**src/hdl/selective_ack_message_validator_macros.svh**
```systemverilog
// Assertion macros for the selective-ack message validator.
// Used by the top level; define NO_ASSERTIONS to drop them.
`ifndef SELECTIVE_ACK_MESSAGE_VALIDATOR_MACROS_SVH
`define SELECTIVE_ACK_MESSAGE_VALIDATOR_MACROS_SVH
`ifndef NO_ASSERTIONS
`define SAMV_ASSERT(label, prop, msg) \
	label: assert property (@(posedge clk) disable iff (!arst_n) (prop)) else $error(msg);
`define SAMV_ASSERT_NEXT(label, ante, cons, msg) \
	label: assert property (@(posedge clk) disable iff (!arst_n) (ante) |=> (cons)) \
		else $error(msg);
`else
`define SAMV_ASSERT(label, prop, msg)
`define SAMV_ASSERT_NEXT(label, ante, cons, msg)
`endif
`endif

```
**src/hdl/samv_pkg.sv**
```systemverilog
// Types and constants for the selective-ack message validator.
// No dependencies.
package samv_pkg;

	localparam int unsigned FIXED_LEN = 22;
	localparam logic [16:0] POS_SAT = 17'h10000;

	localparam logic [4:0] RSN_OK         = 5'd0;
	localparam logic [4:0] RSN_TRUNC      = 5'd1;
	localparam logic [4:0] RSN_VERSION    = 5'd2;
	localparam logic [4:0] RSN_FLAGS      = 5'd3;
	localparam logic [4:0] RSN_COUNT      = 5'd4;
	localparam logic [4:0] RSN_HDR_LEN    = 5'd5;
	localparam logic [4:0] RSN_MSG_LEN    = 5'd6;
	localparam logic [4:0] RSN_CRC        = 5'd7;
	localparam logic [4:0] RSN_INDEX      = 5'd8;
	localparam logic [4:0] RSN_SPAN_ZERO  = 5'd9;
	localparam logic [4:0] RSN_OFFSET     = 5'd10;
	localparam logic [4:0] RSN_OVERFLOW   = 5'd11;
	localparam logic [4:0] RSN_WIDTH      = 5'd12;
	localparam logic [4:0] RSN_SLOT_CAP   = 5'd13;
	localparam logic [4:0] RSN_PADDING    = 5'd14;
	localparam logic [4:0] RSN_EPOCH_ZERO = 5'd15;
	localparam logic [4:0] RSN_SESSION    = 5'd16;
	localparam logic [4:0] RSN_EPOCH      = 5'd17;
	localparam logic [4:0] RSN_NEGOT      = 5'd18;
	localparam logic [4:0] RSN_SERIAL     = 5'd19;
	localparam logic [4:0] RSN_START      = 5'd20;

	localparam logic [2:0] REG_SESSION   = 3'd0;
	localparam logic [2:0] REG_EPOCH     = 3'd1;
	localparam logic [2:0] REG_NEGOT     = 3'd2;
	localparam logic [2:0] REG_SERIAL    = 3'd3;
	localparam logic [2:0] REG_START     = 3'd4;
	localparam logic [2:0] REG_SLOT_CAP  = 3'd5;
	localparam logic [2:0] REG_BATCH_LIM = 3'd6;
	localparam logic [2:0] REG_CRC_POLY  = 3'd7;

	typedef struct packed {
		logic [7:0] data_byte;
		logic       last_byte;
	} in_item_t;

	typedef struct packed {
		logic        message_ok;
		logic [4:0]  reason_code;
		logic        final_flag;
		logic [31:0] session_value;
		logic [31:0] epoch_value;
		logic [15:0] negotiation_value;
		logic [15:0] serial_value;
		logic [7:0]  start_index_value;
		logic [7:0]  entry_count;
		logic [15:0] bitmap_width;
	} out_item_t;

endpackage

```
**src/hdl/selective_ack_message_validator.sv**
```systemverilog
// Selective-ack message validator, top level.
// Depends on samv_pkg and selective_ack_message_validator_macros.svh.
//
// Usage: message bytes enter one per request on the in channel (valid/ready),
// wire order, last_byte set on the CRC trailer. Each non-final byte updates the CRC,
// header store and directory walker in the cycle it is accepted. Only the
// trailer makes a result: the verdict is registered and shown on the out
// channel (valid/ready) the cycle after the trailer is accepted.
// Throughput is one byte per cycle while no trailer is held off; the verdict
// comes from the output register alone. While a verdict waits on out_ready,
// non-final bytes are still taken; a trailer is held off until the waiting
// verdict leaves or is taken in the same cycle.
// Configuration: cfg_wr_en/cfg_addr/cfg_wdata, written while idle.
// Reset clears the message state (CRC to 0xff), the output valid flag and
// restores register defaults (slot capacity 4096, batch limit 255,
// polynomial 0x8c).
module selective_ack_message_validator #(
	parameter int unsigned SLOT_CAP_LIMIT  = 4096,
	parameter int unsigned MESSAGE_VERSION = 1
) (
	input  logic                 clk,
	input  logic                 arst_n,
	input  logic                 in_valid,
	output logic                 in_ready,
	input  samv_pkg::in_item_t   in_data,
	output logic                 out_valid,
	input  logic                 out_ready,
	output samv_pkg::out_item_t  out_data,
	input  logic                 cfg_wr_en,
	input  logic [2:0]           cfg_addr,
	input  logic [31:0]          cfg_wdata
);
	import samv_pkg::*;
`include "selective_ack_message_validator_macros.svh"

	localparam logic [16:0] SLOT_LIM = 17'(SLOT_CAP_LIMIT);
	localparam logic [7:0]  VERSION  = 8'(MESSAGE_VERSION);

	// configuration
	logic [31:0] exp_session_q, exp_epoch_q;
	logic [15:0] exp_negot_q, exp_serial_q, slot_cap_q;
	logic [7:0]  exp_start_q, batch_lim_q, crc_poly_q;

	// message state
	logic [16:0] pos_q;
	logic [7:0]  crc_q, prev_q;
	logic [7:0]  hdr_q [FIXED_LEN];
	logic [7:0]  ent_idx_q;
	logic [2:0]  ent_slot_q;
	logic [31:0] span_off_q;
	logic [16:0] span_tot_q;
	logic [4:0]  ent_err_q;

	logic        out_valid_q;
	out_item_t   out_q;

	logic        accept, in_last;
	logic [7:0]  b;

	assign in_ready = !out_valid_q || out_ready || !in_data.last_byte;
	assign accept   = in_valid && in_ready;
	assign b        = in_data.data_byte;
	assign in_last  = in_data.last_byte;
	assign out_valid = out_valid_q;
	assign out_data  = out_q;

	always_ff @(posedge clk or negedge arst_n) begin
		if (!arst_n) begin
			exp_session_q <= '0;
			exp_epoch_q   <= '0;
			exp_negot_q   <= '0;
			exp_serial_q  <= '0;
			exp_start_q   <= '0;
			slot_cap_q    <= 16'd4096;
			batch_lim_q   <= 8'd255;
			crc_poly_q    <= 8'd140;
		end else if (cfg_wr_en) begin
			unique case (cfg_addr)
				REG_SESSION:   exp_session_q <= cfg_wdata;
				REG_EPOCH:     exp_epoch_q   <= cfg_wdata;
				REG_NEGOT:     exp_negot_q   <= cfg_wdata[15:0];
				REG_SERIAL:    exp_serial_q  <= cfg_wdata[15:0];
				REG_START:     exp_start_q   <= cfg_wdata[7:0];
				REG_SLOT_CAP:  slot_cap_q    <= cfg_wdata[15:0];
				REG_BATCH_LIM: batch_lim_q   <= cfg_wdata[7:0];
				REG_CRC_POLY:  crc_poly_q    <= cfg_wdata[7:0];
				default: ;
			endcase
		end
	end

	// CRC over one byte, reflected
	logic [7:0] crc_next;
	always_comb begin
		crc_next = crc_q ^ b;
		for (int i = 0; i < 8; i++) begin
			crc_next = crc_next[0] ? ((crc_next >> 1) ^ crc_poly_q) : (crc_next >> 1);
		end
	end

	// directory walker
	logic [7:0]  count;
	logic [7:0]  nidx;
	logic [2:0]  nslot;
	logic [31:0] noff;
	logic [16:0] ntot;
	logic [4:0]  nerr;
	logic [17:0] tot_sum;
	logic        walk;

	assign count = hdr_q[19];
	assign walk  = (pos_q >= 17'(FIXED_LEN)) && (ent_err_q == RSN_OK) && (ent_idx_q < count);

	always_comb begin
		nidx    = ent_idx_q;
		nslot   = ent_slot_q;
		noff    = span_off_q;
		ntot    = span_tot_q;
		nerr    = ent_err_q;
		tot_sum = 18'(span_tot_q) + 18'(span_off_q[31:16]);
		if (walk) begin
			unique case (ent_slot_q)
				3'd0: begin
					if (b != ent_idx_q) nerr = RSN_INDEX;
					noff = '0;
				end
				3'd1: noff = {b, 24'd0};
				3'd2: begin
					noff = {span_off_q[31:24], b, 16'd0};
					if ({span_off_q[31:24], b} == 16'd0) nerr = RSN_SPAN_ZERO;
				end
				3'd3: noff = {span_off_q[31:16], b, 8'd0};
				default: begin
					noff = {span_off_q[31:8], b};
					if (17'({span_off_q[15:8], b}) != span_tot_q) begin
						nerr = RSN_OFFSET;
					end else begin
						ntot = tot_sum[16:0];
						if (tot_sum > 18'hffff) nerr = RSN_OVERFLOW;
					end
				end
			endcase
			if (ent_slot_q >= 3'd4) begin
				nslot = '0;
				nidx  = ent_idx_q + 8'd1;
			end else begin
				nslot = ent_slot_q + 3'd1;
			end
		end
	end

	// verdict
	logic [16:0] n;
	logic [15:0] hlen, mlen, width;
	logic [31:0] session, epoch;
	logic [17:0] calc_len;
	logic [15:0] hlen_exp;
	logic [7:0]  pad_mask;
	logic [4:0]  reason;
	out_item_t   verdict_d;

	assign n        = (pos_q < POS_SAT) ? pos_q + 17'd1 : POS_SAT;
	assign hlen     = {hdr_q[2], hdr_q[3]};
	assign mlen     = {hdr_q[4], hdr_q[5]};
	assign session  = {hdr_q[6], hdr_q[7], hdr_q[8], hdr_q[9]};
	assign epoch    = {hdr_q[10], hdr_q[11], hdr_q[12], hdr_q[13]};
	assign width    = {hdr_q[20], hdr_q[21]};
	assign hlen_exp = 16'(FIXED_LEN) + {6'd0, count, 2'd0} + {8'd0, count};
	assign calc_len = 18'(hlen) + 18'((17'(width) + 17'd7) >> 3) + 18'd1;
	assign pad_mask = 8'hff << width[2:0];

	always_comb begin
		priority if (n < 17'(FIXED_LEN + 1))                 reason = RSN_TRUNC;
		else if (hdr_q[0] != VERSION)                        reason = RSN_VERSION;
		else if ((hdr_q[1] & 8'hfe) != 8'd0)                 reason = RSN_FLAGS;
		else if (count == 8'd0 || count > batch_lim_q)       reason = RSN_COUNT;
		else if (hlen != hlen_exp)                           reason = RSN_HDR_LEN;
		else if (17'(mlen) != n)                             reason = RSN_MSG_LEN;
		else if (calc_len != 18'(n))                         reason = RSN_MSG_LEN;
		else if (b != crc_q)                                 reason = RSN_CRC;
		else if (ent_err_q != RSN_OK)                        reason = ent_err_q;
		else if (span_tot_q != 17'(width))                   reason = RSN_WIDTH;
		else if (slot_cap_q == 16'd0 || 17'(slot_cap_q) > SLOT_LIM
			|| span_tot_q > 17'(slot_cap_q))                 reason = RSN_SLOT_CAP;
		else if (width[2:0] != 3'd0 && (prev_q & pad_mask) != 8'd0)
		                                                     reason = RSN_PADDING;
		else if (epoch == 32'd0)                             reason = RSN_EPOCH_ZERO;
		else if (session != exp_session_q)                   reason = RSN_SESSION;
		else if (epoch != exp_epoch_q)                       reason = RSN_EPOCH;
		else if ({hdr_q[14], hdr_q[15]} != exp_negot_q)      reason = RSN_NEGOT;
		else if ({hdr_q[16], hdr_q[17]} != exp_serial_q)     reason = RSN_SERIAL;
		else if (hdr_q[18] != exp_start_q)                   reason = RSN_START;
		else                                                 reason = RSN_OK;
	end

	// decoded fields only go out on a clean message
	always_comb begin
		verdict_d = '0;
		verdict_d.reason_code = reason;
		if (reason == RSN_OK) begin
			verdict_d.message_ok        = 1'b1;
			verdict_d.final_flag        = hdr_q[1][0];
			verdict_d.session_value     = session;
			verdict_d.epoch_value       = epoch;
			verdict_d.negotiation_value = {hdr_q[14], hdr_q[15]};
			verdict_d.serial_value      = {hdr_q[16], hdr_q[17]};
			verdict_d.start_index_value = hdr_q[18];
			verdict_d.entry_count       = count;
			verdict_d.bitmap_width      = width;
		end
	end

	always_ff @(posedge clk or negedge arst_n) begin
		if (!arst_n) begin
			pos_q      <= '0;
			crc_q      <= 8'hff;
			prev_q     <= '0;
			ent_idx_q  <= '0;
			ent_slot_q <= '0;
			span_off_q <= '0;
			span_tot_q <= '0;
			ent_err_q  <= RSN_OK;
		end else if (accept) begin
			if (in_last) begin
				pos_q      <= '0;
				crc_q      <= 8'hff;
				prev_q     <= '0;
				ent_idx_q  <= '0;
				ent_slot_q <= '0;
				span_off_q <= '0;
				span_tot_q <= '0;
				ent_err_q  <= RSN_OK;
			end else begin
				if (pos_q < POS_SAT) pos_q <= pos_q + 17'd1;
				crc_q      <= crc_next;
				prev_q     <= b;
				ent_idx_q  <= nidx;
				ent_slot_q <= nslot;
				span_off_q <= noff;
				span_tot_q <= ntot;
				ent_err_q  <= nerr;
			end
		end
	end

	// header store: the first FIXED_LEN message bytes, written as they are accepted
	always_ff @(posedge clk) begin
		if (accept && !in_last && pos_q < 17'(FIXED_LEN)) begin
			hdr_q[pos_q[4:0]] <= b;
		end
	end

	always_ff @(posedge clk or negedge arst_n) begin
		if (!arst_n) begin
			out_valid_q <= 1'b0;
		end else if (accept && in_last) begin
			out_valid_q <= 1'b1;
		end else if (out_ready) begin
			out_valid_q <= 1'b0;
		end
	end

	always_ff @(posedge clk) begin
		if (accept && in_last) begin
			out_q <= verdict_d;
		end
	end

	`SAMV_ASSERT(a_ok_matches_reason, !out_valid_q || (out_q.message_ok == (out_q.reason_code == RSN_OK)), "message_ok disagrees with reason")
	`SAMV_ASSERT(a_fail_clears_fields, !out_valid_q || out_q.message_ok || (out_q.session_value == 32'd0 && out_q.entry_count == 8'd0 && out_q.bitmap_width == 16'd0), "failed verdict carries decoded fields")
	`SAMV_ASSERT_NEXT(a_trailer_clears, accept && in_last, pos_q == 17'd0 && crc_q == 8'hff && ent_err_q == RSN_OK, "message state not cleared after trailer")
	`SAMV_ASSERT(a_pos_saturates, pos_q <= POS_SAT, "byte counter past saturation")
	`SAMV_ASSERT_NEXT(a_verdict_follows_trailer, accept && in_last, out_valid_q, "no verdict after trailer")

endmodule

```
**config.mk**
```make
export PLATFORM = sky130hd
export DESIGN_NAME = selective_ack_message_validator
export DESIGN_NICKNAME = d
export VERILOG_FILES = /design/src/hdl/samv_pkg.sv /design/src/hdl/selective_ack_message_validator.sv
export VERILOG_INCLUDE_DIRS = /design/src /design/src/hdl
export SDC_FILE = /design/constraint.sdc
export NUM_CORES = 1
export LEC_CHECK = 0
export BUFFER_PORTS_ARGS = -buffer_cell sky130_fd_sc_hd__buf_4
export CORE_MARGIN = 2
export CORE_UTILIZATION = 66
export CTS_CLUSTER_DIAMETER = 60
export CTS_CLUSTER_SIZE = 28
export DETAILED_ROUTE_END_ITERATION = 8
export PLACE_DENSITY = 0.86
export SLEW_MARGIN = 40
export SYNTH_ARGS = -nofsm -noshare
export SYNTH_HDL_FRONTEND = slang
export SYNTH_SLANG_ARGS = --single-unit
```
**constraint.sdc**
```tcl
create_clock -name clk -period 17.95 [get_ports clk]
set_input_delay 1.795 -clock clk [delete_from_list [all_inputs] [get_ports clk]]
set_output_delay 1.795 -clock clk [all_outputs]
set_load 0.005 [all_outputs]
```
After elaboration in Yosys (flattened, before gate mapping)
Memory sizes are Yosys's and may differ from the RTL's.
Cells that the tools add are included.
Word-level totals
  bits in writable memories: 176
  latch bits: 0
  register bits: 362
  bits of input ports: 49
  output and inout port bits: 137
  bits in read-only memories: 0
  memories kept: 1
Operators by class
  reduce and logical (&&, ||, !) cells: 52
  shift-type cells: 1
  eq/ne operators: 30
  divide/modulo/power cells: 0
  magnitude comparators: 10
  mux-type cells: 56
  $add $sub $neg: 9
  $mul: 0
  bitwise logic cells: 10
Memory list
  hdr_q: words 22, bits a word 8, read ports 22, clocked after memory_dff 0, write ports 1, line selective_ack_message_validator.sv:47  | logic [7:0] hdr_q [FIXED_LEN];
Operators by type and width (number)
  32-bit one-hot mux with 4 select lines: 1
  5-bit two-way mux: 24
  17-bit two-way mux: 7
  8-bit two-way mux: 13
  32-bit two-way mux: 2
  32-bit inequality test: 2
  7-bit by 8-bit XOR with 8-bit output: 8
  17-bit by 5-bit less-than comparator with 1-bit output (second input constant): 2
  16-bit by 17-bit inequality test with 1-bit output: 2
  16-bit zero test: 2
  32-bit zero test: 1
  16-bit inequality test: 2
  8-bit inequality test: 3
  2-bit AND reduction: 10
  17-bit by 1-bit adder with 18-bit output (second input constant): 1
  17-bit by 16-bit adder with 18-bit output: 1
  18-bit by 16-bit > comparator with 1-bit output (second input constant): 1
  18-bit by 17-bit inequality test with 1-bit output: 1
  16-bit by 14-bit adder with 17-bit output: 1
  16-bit by 3-bit adder with 17-bit output (second input constant): 1
  17-bit by 1-bit adder with 17-bit output (second input constant): 1
  17-bit by 5-bit >= comparator with 1-bit output (second input constant): 1
  17-bit by 16-bit > comparator with 1-bit output: 1
  17-bit less-than comparator (second input constant): 1
  40 further kinds: 79

Logic depth before layout (Yosys ltp)
Gate-level depths: netlist of the first run.
An unclocked memory read counts as a cell.
  word-level depth: 22
  depth in mapped cells: 22

Worst setup path after synthesis of the first run
No wires, ideal clock.
  path type: input to register
  from: input port in_data[0] (netlist name)
  to: register span_tot_q[16]
  cell stages on the path: 9
  library setup time: 122 ps
  required time: 17828 ps
  path buffers: 3
  slack: 7938 ps
  arrival: 9890 ps
  cells stage by stage: clkbuf_1 inv_1 or3_1 nand2_1 clkbuf_1 nor2_1 a21oi_1 clkbuf_1 a32o_1
Between the ends
  longest elaborated chain between the ends: 4
  elaborated cells between the ends (all ways): 8
RTL lines
  start, declared: line selective_ack_message_validator.sv:25  | input samv_pkg::in_item_t in_data,
  1-bit zero test: line selective_ack_message_validator.sv:60  | assign in_ready = !out_valid_q || out_ready || !in_data.last_byte;
  1-bit logical OR: line selective_ack_message_validator.sv:60
  net in_ready: line selective_ack_message_validator.sv:24  | output logic in_ready,
  1-bit logical AND: line selective_ack_message_validator.sv:61  | assign accept = in_valid && in_ready;
  4-bit AND reduction (no line)
  end signal, assigned: line selective_ack_message_validator.sv:240  | span_tot_q <= ntot;
  end, declared: line selective_ack_message_validator.sv:51  | logic [16:0] span_tot_q;
The timed path passes the listed nets, and every way through them passes these cells.
A chain may end at the register's enable or synchronous reset.

==> impl_metrics.tcl, run 1 <==
set metrics [dict create \
    track_usage 0.336 \
    core_um2 39600 \
    htreeDepth 2 \
    avgSynthCellArea_um2 12.4 \
    grt_max_degree 90 \
    avgRoutedWirePerCell_um 24.4 \
    vias 18095 \
    syn_area_um2 26400 \
    ys_top_cells_by_area "edfxtp_1, dfrtp_1, mux2_2, xnor2_1, ha_1" \
    fin_setup_tns_ps 0 \
    dr_wl_met3_um 6430 \
    numCtsBuffers 36 \
    cts_setup_buffers 0 \
    drc 0 \
    yosysUniqueCellTypes 83 \
    cts_hold_buf 0 \
    vdd_drop_max_mv 0.117 \
    die_area_um2 41700 \
    ys.flop_type "edfxtp_1" \
    vias_per_cell 6.35 \
    grt_pass1_vias 17922 \
    crit_type "reg -> reg" \
    cts_root_buf "clkbuf_16" \
    dieHeight_um 204 \
    final_cell_count_no_fill 2851 \
    multiInputGateArea_um2 10800 \
    insertion_delay_ps 580 \
    dp_slack_ps 11600 \
    drive_above_1_share 0.202 \
    dr.pass1.iters 5 \
    die_w_um 204 \
    antenna_found_initial 1 \
    worstPathRequired_ps 18380 \
    ys_seq_area_frac 0.566 \
    met2RoutedLength_um 32600 \
    place_inst 2781 \
    finalWirelength_um 69500 \
    synth_nets 2270 \
    regArea_um2 15000 \
    report.final.hold_viol_count 0 \
    tightest_slew_ps 778 \
    layout_setup_ws_ps 11870 \
    critical-path-max-stage-delay_ps 560 \
    p_leak_nw 12.1 \
    pin_count 186 \
    drv_cap 0 \
    synth_edf_count 311 \
    clock_skew_ps 21.8 \
    cts_max_path_buffers 3 \
    post-route-period-util 0.339 \
    relSlewSlack 0.481 \
    finalSetupViolCount 0 \
    clock-sinks 535 \
    status "finished clean" \
    syn_inst 2132 \
    start_kind "flip-flop" \
    cts_tree "done" \
    post-dp-hpwl_um 46800 \
    drv_slew 0 \
    grt_pass1_wl_um 105000 \
    cp_cell_sequence "or3_1 > and4_1 > and3_1 > and3_1 > xor2_1 > ha_1 > or3_1 > a211oi_1 > o31ai_1 > xor2_1 > and3_1 > o2111ai_1 > nor4_1 > o2111ai_1 > nor3_2 > o2111a_2 > buf_4 > and2_1" \
    arrival_ps 6520 \
    start_util 0.667 \
    rows 73 \
    drtAntennaViolNets 0 \
    rsz0062_at_grt "no" \
    ys_ff_latch 535 \
    path_max_fanout 81 \
    hp-class "reg -> reg" \
    finalPower_mw 3.42 \
    yosys.area.top_type_share 0.353 \
    placed_area_um2 28300 \
    fin_nets 2438 \
    top_layer_used "met5" \
    timing.hold.ws_ps 509 \
    area_delta_synth_final_pct 12.4 \
    cts.clk_slew.worst_paths_ps 90 \
    synth_top_area_cell "edfxtp_1" \
    min_period_ps 6080 \
    grt_overflow 0 \
    portBuffers 185 \
    gp_congestion 0.890 \
    wl_met1_um 26800 \
    ys_async_sr_fraction 0.419 \
    drtIter0Drc 1971 \
    fin_util 0.750 \
    fill_cells 2481 \
    cpMaxStageDelayCell "buf_4" \
    endpoint_kind "flip-flop" \
    powerDensity_nw_per_um2 115 \
    clock.fmax_ghz 0.164 \
    cpMostUsedCell "and3_1" \
    yosysWarnings 0 \
    post_cts_resized 0 \
    final_area_um2 29700 \
    insertedDiodeCount 0 \
]
[power by group]
part	total, mW	switching (mW)	leakage (nW)	internal, mW
Combinational	0.958	0.478	5.64	0.480
Clock	0.924	0.482	0.646	0.442
Sequential	1.53	0.118	5.78	1.42
[layout make-up]
class / count / area share
flip-flops and latches: 535 / 0.504
multi-input cells: 1439 / 0.364
repair buffers: 209 / 0.0556
clock buffers: 41 / 0.0338
well taps: 525 / 0.0221
clock inverters: 23 / 0.0105
inverters: 79 / 0.00998
[registers in the layout, summed over array words and instances (netlist names), 16 cells and up]
signal and cells:
out_data 135, span_off_q 24, slot_cap_q 16, span_tot_q 17, pos_q 17, exp_serial_q 16
exp_session_q 32, exp_negot_q 16, exp_epoch_q 32, hdr_q 176
[cell families (layout without fill, tap and decap cells)]
family / after synthesis / count (layout) / synth area share
and+or+nand+nor: 635 / 635 / 0.130
DFF: 535 / 535 / 0.566
xor gates and xnor gates: 286 / 286 / 0.101
AOI/OAI and AO/OA: 280 / 280 / 0.0692
buffers and inverters: 158 / 352 / 0.0267
muxes: 149 / 149 / 0.0632
adders and majority gates: 89 / 89 / 0.0430
[layout by cell type (no fill, tap or decap), drive strengths merged, types with 7 or more instances in the layout]
cell / count
or2: 8
o21bai: 10
xnor2: 180
o21a: 9
inv: 96
nor3b: 8
o21ai: 85
dfstp: 20
nand4: 47
buf: 209
nor4: 50
a21o: 27
and4: 8
mux2i: 8
xor2: 97
a22o: 14
a21oi: 57
nand2: 111
or3: 15
xnor3: 7
and2: 139
a211oi: 7
edfxtp: 311
and3: 15
clkbuf: 41
nor2: 108
nor3: 22
dfrtp: 204
nand3: 46
nand2b: 14
o31ai: 18
nor2b: 18
or4: 8
ha: 86
mux2: 141
[Yosys cell counts (all sizes together), types with 8 or more instances]
library cell / n
edfxtp: 311
dfrtp: 204
xnor2: 180
mux2: 141
and2: 139
nand2: 111
nor2: 108
xor2: 97
ha: 86
o21ai: 85
inv: 79
a21oi: 57
clkbuf: 55
nor4: 50
nand4: 47
nand3: 46
a21o: 27
buf: 24
nor3: 22
dfstp: 20
nor2b: 18
o31ai: 18
and3: 15
or3: 15
a22o: 14
nand2b: 14
o21bai: 10
o21a: 9
and4: 8
mux2i: 8
nor3b: 8
or2: 8
or4: 8
[layer usage]
layer	global-route usage	vias up
met5	0	-
met4	0.157	2
met3	0.0540	235
li1	-	7995
met1	0.455	8862
met2	0.537	1001
[path summary, 6_finish.rpt]
path | start | cells after the start | slack, ps | endpoint
setup / recovery | hdr_q[21][1] | 18 | 11870 | out_data[48]
max in group asynchronous | arst_n | 3 | 15540 | exp_epoch_q[1]
min in group asynchronous | arst_n | 1 | 1230 | span_off_q[24]
setup reg to reg | hdr_q[21][1] | 18 | 11870 | out_data[48]
hold reg to reg | span_off_q[8] | 2 | 510 | span_off_q[8]
hold / removal | span_off_q[8] | 2 | 510 | span_off_q[8]
[critical path, delay by kind of cell, from the launching register on]
kind	cells	cell delay (ps)
XOR/XNOR	2	340
adder cells (fa/ha/maj)	1	230
flip-flops	1	470
AND/OR/NAND/NOR	9	2770
buffers and inverters	1	560
AO/OA/AOI/OAI	5	1530
(Power assumes the default switching activity.)
==> inputs of run 2 (changes only) <==
CORE_UTILIZATION = 55   (was 66)
PLACE_DENSITY = 0.77   (was 0.86)
clock period = 4.9 ns   (was 17.95 ns; I/O delays follow)
==> impl_metrics.tcl, run 2 (same netlist as run 1, synthesis figures left out) <==
set metrics [dict create \
    dr_wl_met3_um 6500 \
    drive_above_1_share 0.244 \
    relSlewSlack 0.404 \
    area_delta_synth_final_pct 16.0 \
    clock.fmax_ghz 0.201 \
    path_max_fanout 14 \
    whs_path_depth 2 \
    insertion_delay_ps 610 \
    die_area_um2 49800 \
    vias_per_cell 6.15 \
    die_w_um 223 \
    finalSetupViolCount 129 \
    grt_pass1_wl_um 106000 \
    finalWirelength_um 73300 \
    vdd_drop_max_mv 0.378 \
    cp_cell_sequence "or3_4 > and4_4 > and3_4 > and3_4 > xor2_1 > ha_2 > or3_4 > a211oi_4 > o31ai_2 > xor2_1 > and3_1 > o2111ai_1 > nor4_1 > o2111ai_1 > buf_4 > nor3_4 > o2111a_2 > buf_12 > clkbuf_16 > and2_1" \
    antenna_found_initial 2 \
    endpoint_kind "flip-flop" \
    largest_register_ffs 176 \
    hp-class "in -> reg" \
    status "finished, violations left" \
    worst-path-buf-inv 3 \
    drtAntennaViolNets 0 \
    avgRoutedWirePerCell_um 24.5 \
    multiInputGateArea_um2 11000 \
    grt_max_degree 111 \
    arrival_ps 5460 \
    track_usage 0.283 \
    cts_tree "done" \
    layout_setup_ws_ps -85.6 \
    final_cell_count_no_fill 2993 \
    final_area_um2 30700 \
    drv_slew 0 \
    cts.clk_slew.worst_paths_ps 100 \
    fin_util 0.645 \
    rsz0062_at_grt "yes" \
    placed_area_um2 28600 \
    clock_skew_ps 39.9 \
    clock-sinks 535 \
    fin_setup_tns_ps -7730 \
    met2RoutedLength_um 34100 \
    dr.pass1.iters 5 \
    final_cell_mix "edfxtp_1, buf_4, dfrtp_1" \
    dieHeight_um 223 \
    worstPathRequired_ps 5370 \
    drc 0 \
    wl_met1_um 29200 \
    dp_slack_ps -179 \
    core_um2 47500 \
    timing.hold.ws_ps 105 \
    p_leak_nw 12.5 \
    cts_max_path_buffers 3 \
    report.final.hold_viol_count 0 \
    top_layer_used "met4" \
    fin_nets 2486 \
    fill_cells 3400 \
    numCtsBuffers 38 \
    cp_top_family "simple AND/OR/NAND/NOR gates" \
    htreeDepth 2 \
    portBuffers 185 \
    post-dp-hpwl_um 47900 \
    rows 80 \
    crit_type "reg -> reg" \
    cts_root_buf "clkbuf_16" \
    powerDensity_nw_per_um2 411 \
    drtIter0Drc 1773 \
    start_kind "flip-flop" \
    critical-path-max-stage-delay_ps 440 \
    finalPower_mw 12.6 \
    r2r_cells 20 \
    regArea_um2 15000 \
    cpMaxStageDelayCell "or3_4" \
    place_inst 2895 \
    final_common_cell "edfxtp_1" \
    min_period_ps 4990 \
    pin_count 186 \
    tightest_slew_ps 891 \
    vias 18396 \
    violations "setup timing" \
    grt_overflow 0 \
    gp_congestion 0.914 \
    drv_cap 0 \
    grt_pass1_vias 17707 \
    cp_num_cells 20 \
    post-route-period-util 1.02 \
    start_util 0.556 \
]
run 2: changes by cell type in the layout (fill, tap and decap cells not counted), moves of 3 or more:
| cell | change |
|---|---|
| and2_1 | -46 |
| buf_16 | +3 |
| inv_6 | +3 |
| ha_1 | -4 |
| ha_2 | +4 |
| clkbuf_16 | +8 |
| and2_4 | +46 |
| buf_12 | +4 |
| clkinv_1 | +3 |
| buf_4 | +29 |
run 2: final timing paths:
| check | from | endpoint | slack (ps) |
|---|---|---|---|
| hold reg to reg | span_off_q[12] | span_off_q[12] | 510 |
| max in group asynchronous | arst_n | exp_epoch_q[19] | 3160 |
| setup / recovery | hdr_q[21][0] | out_data[127] | -90 |
| min in group asynchronous | arst_n | span_off_q[24] | 390 |
| setup reg to reg | hdr_q[21][0] | out_data[127] | -90 |
| hold / removal | out_ready | out_valid | 100 |
run 2: power by group:
| group | total (mW) | switching (mW) | internal [mW] |
|---|---|---|---|
| clock | 3.46 | 1.86 | 1.60 |
| sequential | 5.60 | 0.415 | 5.19 |
| combinational | 3.55 | 1.73 | 1.82 |
run 2: area by class of cell:
type / instances / area share
clock inverters: 29 / 0.0118
inverters: 79 / 0.00967
multi-input cells: 1439 / 0.359
well taps: 615 / 0.0251
repair buffers: 255 / 0.0741
clock buffers: 40 / 0.0319
diodes: 1 / 0.0000816
flip-flops and latches: 535 / 0.488
run 2: repair_timing:
| item | in CTS | in global routing |
|---|---|---|
| endpoints found under the hold margin | 41 | 0 |
| pin swaps | 4 | 26 |
| buffers inserted | 1 | 8 |
| setup endpoints to repair | 130 | 131 |
| hold buffers | 1 | 0 |
| resized for setup | 7 | 69 |
| gates cloned | 1 | 13 |
run 2: routing by layer:
layer  up-vias  track usage
met5         -            0
met4         0        0.112
met3       199       0.0525
met2       924        0.457
met1      9157        0.382
li1       8116            -
